**src/rtl/core/fsg_pkg.sv**
```systemverilog
package fsg_pkg;

  localparam logic [31:0] EMPTY_RGBA = 32'h0000_00ff;
  localparam int unsigned BRUSH_ODDS = 11;
  // A draw over 0..10 is zero exactly when the advanced state is below this bound.
  localparam logic [16:0] BRUSH_HIT_LIM = 17'((65536 + BRUSH_ODDS - 1) / BRUSH_ODDS);
  localparam logic [15:0] LFSR_TAPS = 16'hb400;

  typedef enum logic [1:0] {
    OP_TICK  = 2'd0,
    OP_PLACE = 2'd1,
    OP_READ  = 2'd2,
    OP_NONE  = 2'd3
  } opcode_t;

  typedef enum logic [1:0] {
    REG_GRAVITY  = 2'd0,
    REG_INIT_VEL = 2'd1,
    REG_RADIUS   = 2'd2,
    REG_SEED     = 2'd3
  } reg_idx_t;

  typedef enum logic [12:0] {
    S_CLR     = 13'b0_0000_0000_0001,
    S_IDLE    = 13'b0_0000_0000_0010,
    S_T1_RD   = 13'b0_0000_0000_0100,
    S_T1_CHK  = 13'b0_0000_0000_1000,
    S_T1_TGT  = 13'b0_0000_0001_0000,
    S_T1_DIAG = 13'b0_0000_0010_0000,
    S_T1_SWA  = 13'b0_0000_0100_0000,
    S_T1_SWB  = 13'b0_0000_1000_0000,
    S_T2_RD   = 13'b0_0001_0000_0000,
    S_T2_RUN  = 13'b0_0010_0000_0000,
    S_PL_CHK  = 13'b0_0100_0000_0000,
    S_PL_CELL = 13'b0_1000_0000_0000,
    S_DONE    = 13'b1_0000_0000_0000
  } state_t;

  typedef struct packed {
    logic load;
    logic step;
  } lfsr_ctrl_t;

endpackage

```
**src/rtl/core/fsg_lfsr.sv**
```systemverilog
module fsg_lfsr (
  input  logic              clk,
  input  logic              rst_n,
  input  fsg_pkg::lfsr_ctrl_t ctrl,
  input  logic [15:0]       seed,
  output logic [15:0]       peek
);

  logic [15:0] state_r;
  logic [15:0] state_nxt;

  assign peek = (state_r >> 1) ^ (state_r[0] ? fsg_pkg::LFSR_TAPS : 16'h0000);

  always_comb begin
    state_nxt = state_r;
    if (ctrl.load) begin
      state_nxt = (seed == 16'h0000) ? 16'h0001 : seed;
    end else if (ctrl.step) begin
      state_nxt = peek;
    end
  end

  always_ff @(posedge clk) begin
    if (!rst_n) begin
      state_r <= 16'h0001;
    end else begin
      state_r <= state_nxt;
    end
  end

endmodule

```
**config.mk**
```make
export PLATFORM = sky130hd
export DESIGN_NAME = fsg_lfsr
export DESIGN_NICKNAME = d
export VERILOG_FILES = /design/src/rtl/core/fsg_pkg.sv /design/src/rtl/core/fsg_lfsr.sv
export SDC_FILE = /design/constraint.sdc
export NUM_CORES = 1
export LEC_CHECK = 0
export ABC_CLOCK_PERIOD_IN_PS = 1500
export BUFFER_PORTS_ARGS = -buffer_cell sky130_fd_sc_hd__buf_4
export CAP_MARGIN = 20
export CORE_ASPECT_RATIO = 0.8
export CORE_MARGIN = 1
export CORE_UTILIZATION = 26
export CTS_CLUSTER_SIZE = 10
export DETAILED_ROUTE_END_ITERATION = 6
export REMOVE_ABC_BUFFERS = 1
export SLEW_MARGIN = 20
export SYNTH_ARGS = -nofsm -noshare
export SYNTH_HDL_FRONTEND = slang
export SYNTH_SLANG_ARGS = --single-unit
```
**constraint.sdc**
```tcl
create_clock -name clk -period 1.5 [get_ports clk]
set_clock_uncertainty 0.15 [all_clocks]
set_input_delay 0.45 -clock clk [delete_from_list [all_inputs] [get_ports clk]]
set_output_delay 0.45 -clock clk [all_outputs]
set_load 0.01 [all_outputs]
```
# Yosys cells after proc, flatten, opt, wreduce, memory -nomap -nowiden
# Cells that the tools add are included.
[totals]
output_inout_bits = 16
inputBits = 20
reg_bits = 16
elab_cells = 8
[classes]
bitwise = 1
mux = 4
n_reduce_logical = 2
[ops]
columns = ["cell", "count"]
rows = [
  ["$mux 16", 4],
  ["$logic_not 16->1", 1],
  ["$xor 15x16->16", 1],
  ["$reduce_bool 2->1", 1],
]

# Logic depth before layout (Yosys ltp)
[depth]
ltp_word = 4
depth_mapped = 5

# Worst setup path before layout
# OpenSTA, ideal clock, no wires.
[synth_timing]
kind = "input -> register"
startpoint = "input port ctrl[0] in the netlist's numbering"
endpoint = "register state_r[4]"
cell_stages = 5
arrival_time_ps = 1072
path_slack_ps = 163
setup_ps = 115
cell_sequence = "buf_6 > buf_12 > mux2i_1 > o21ai_1 > and2_1"
[synth_via]
elab_chain_len = 1
[synth_lines]
columns = ["element", "line", "rtl"]
rows = [
  ["start, declared", "fsg_lfsr.sv:4", "input fsg_pkg::lfsr_ctrl_t ctrl,"],
  ["$reduce_bool 2->1 (no source line)", "--", ""],
  ["end signal, assigned", "fsg_lfsr.sv:27", "state_r <= state_nxt;"],
  ["end, declared", "fsg_lfsr.sv:9", "logic [15:0] state_r;"],
]
# Every way passes these cells.
# A chain may end at the register's enable or synchronous reset.

# Worst setup path in the final report
[layout_timing]
startpoint = "register state_r[0]"
endpoint = "output port peek[10]"
[layout_via]
elab_chain_len = 2
[layout_lines]
columns = ["element", "line", "rtl"]
rows = [
  ["$mux 16", "fsg_lfsr.sv:12", "assign peek = (state_r >> 1) ^ (state_r[0] ? fsg_pkg::LFSR_TAPS : 16'h0000);"],
  ["$xor 15x16->16", "fsg_lfsr.sv:12", ""],
  ["end, declared", "fsg_lfsr.sv:6", "output logic [15:0] peek"],
]
# Every way passes these cells.

==> metrics.yaml <==
synthesis:
  synth_area_um2: 950
  yosys_warnings: 0
  synth_top_family_by_area: "simple AND/OR/NAND/NOR gates"
  synth_area_per_cell_um2: 8.96
  synth.mux.area_fraction_pct: 15.8
  synthXorXnorAreaFrac_pct: 2.77
  seq_area_frac_synth_pct: 33.7
  syn-instance-count: 106
  synth-compound-area-share_pct: 9.22
  synth_fa_ha_area_share_pct: 0
  synth_simple_gate_area_share_pct: 19.6
  ys_ff_latch: 16
  yosysUniqueCellTypes: 19
placed_design:
  io_buffers: 35
  placedCellCount: 168
  place_congestion: 0.795
  dpl_cell_area_um2: 1120
  place_ws_ns: 0.0582
  dp_hpwl_um: 1640
critical_path:
  cp_num_buf_inv: 1
  critPathMaxFanout: 5
  crit_start: "state_r[0]$_SDFFE_PN1P_"
  cp_num_cells: 2
  worstSetupPathType: "reg2out"
  reg2reg_from: "state_r[0]$_SDFFE_PN1P_"
  critical_path_required_ns: 0.90
  end_kind: "output port"
  rr_worst_depth: 4
  crit_path_start_kind: "flop"
  slowest_stage: "dfxtp_4"
  critPathTopFamily: "flip-flops"
  crit_path_end: "peek[10]"
  path_cells: "xor2_2 > buf_4"
  reg2reg_setup_slack_ns: 0.34
  slowest_delay_ns: 0.38
  r2r-end: "state_r[10]$_SDFFE_PN0P_"
  crit_arrival_ns: 0.95
detailed_routing:
  wl_per_cell_um: 11.8
  dr.pass1.iters: 4
  drc_errors: 0
  drt-total-wl_um: 2060
  viasPerCell: 4.44
  vias: 773
  drtIter0Drc: 19
  drt.antenna.violating_nets: 0
grt:
  grt_pass1_wl_um: 3390
  antenna_found_initial: 0
  grtUsageTotal_pct: 11.0
  grt_pass1_vias: 727
  grt-ovfl-total: 0
  grt_max_degree: 18
floorplanning:
  ios: 36
  design.die.area_um2: 3900
  die_w_um: 69.6
  fp.dieH_um: 56.1
  rows: 19
  start_util_pct: 27.4
  coreArea_um2: 3470
clock_network:
  numCtsBuffers: 3
  clk_latency_ns: 0.24
  clock_path_buffers: 2
  clock_sinks: 16
  clkTransAtPathRegs_ns: 0.06
  clockRootBuffer: "clkbuf_8"
  tritoncts: "yes"
  cts_max_level: 1
power_and_ir_drop:
  power_density_nw_per_um2: 907
  total_power_mw: 1.10
  p_leak_nw: 0.557
  irDropWorstVdd_v: 0.000475
timing:
  drv_slew: 0
  finalCritPeriodShare_pct: 103
  finalSetupTns_ns: -0.132
  setup_viol: 3
  hold-worst-slack_ns: 0.288
  fmax_mhz: 647
  rsz0062_at_grt: "yes"
  tightest_slew_ns: 0.377
  period_needed_ns: 1.55
  hold_violations: 0
  setup_slack_ns: -0.0452
  slew_headroom_pct: 74.6
layout:
  finalNonFillerCells: 174
  nets: 153
  drive_above_1_share_pct: 37.1
  layout_commonest_cell: "buf_4"
  diodes: 0
  final_cell_mix: "buf_4, mux2i_1, o21ai_1, dfxtp_1, nand2_1"
  final_core_utilization_pct: 34.9
  synthToLayoutAreaGrowth_pct: 27.7
  largest_register_ffs: 16
  largestRegisters: "state_r x16"
  final_area_um2: 1210
  largest-register: "state_r"
flow_run:
  drv_cap: 0
run_status:
  status: "finished with violations"
  failed_checks: "setup timing"
min_path:
  hold_class: "in2reg"
  hp-start: "seed[13]"
cells by family (layout without fill, tap and decap cells):
| group | Yosys count | in the layout |
|---|---|---|
| and+or+nand+nor | 36 | 36 |
| buffers and inverters | 19 | 45 |
| AOI/OAI and AO/OA | 17 | 17 |
| DFF | 16 | 16 |
| muxes | 15 | 15 |
| xor gates and xnor gates | 3 | 3 |
power breakdown:
group	internal, mW	leakage (nW)	switching, mW
Sequential	0.454	0.132	0.0304
Clock	0.232	0.0288	0.136
Combinational	0.140	0.396	0.106
Total	0.827	0.557	0.273
area by class of cell:
class	instances	area, um2
clock buffer	4	55.1
fill	371	2260
multi-input combinational	71	473
sequential	16	324
tap	42	52.6
timing repair buffer	41	308
tightest hold or removal path: cells and delay by family:
kind / cells / cell delay, ns
buffers and inverters: 1 / 0.08
AND/OR/NAND/NOR: 1 / 0.05
AO/OA/AOI/OAI: 1 / 0.06
routing by layer:
layer,up-vias,track usage (%),part of all wire [%]
met5,-,0,0
met4,0,1.75,0.19
met3,2,5.07,6.9
met2,21,17.3,46
met1,353,13.9,47
li1,397,-,-
worst min path at each step:
| stage | to | cells past startpoint | slack, ns |
|---|---|---|---|
| after floorplan | state_r[13]$_SDFFE_PN0P_ | 2 | 0.36 |
| after global placement | state_r[13]$_SDFFE_PN0P_ | 2 | 0.38 |
| after detailed placement | state_r[13]$_SDFFE_PN0P_ | 2 | 0.39 |
| after CTS | state_r[13]$_SDFFE_PN0P_ | 3 | 0.29 |
| after global routing | state_r[12]$_SDFFE_PN0P_ | 3 | 0.30 |
| final | state_r[13]$_SDFFE_PN0P_ | 3 | 0.29 |
cells in the mapped netlist:
master | count | share of area [%]
nand3_1 | 3 | 1.6
a211oi_1 | 1 | 0.79
nand4_1 | 1 | 0.66
a21oi_1 | 1 | 0.53
nand2b_1 | 1 | 0.66
buf_8 | 1 | 1.6
buf_12 | 1 | 2.1
nand2_1 | 13 | 5.1
dfxtp_1 | 16 | 34
nor4_1 | 4 | 2.6
nor2b_1 | 1 | 0.66
buf_6 | 3 | 3.6
nor2_1 | 1 | 0.39
buf_4 | 13 | 10
xor2_1 | 3 | 2.8
dlymetal6s2s_1 | 1 | 1.3
o21ai_1 | 15 | 7.9
mux2i_1 | 15 | 16
and2_1 | 12 | 7.9
repair_timing:
action	CTS	global route
endpoints found under the setup margin	4	4
pin swaps	1	2
gates resized for setup	4	1
setup buffers	1	1
hold buffers	0	0
Note: power is estimated with default switching activity, not from simulation.
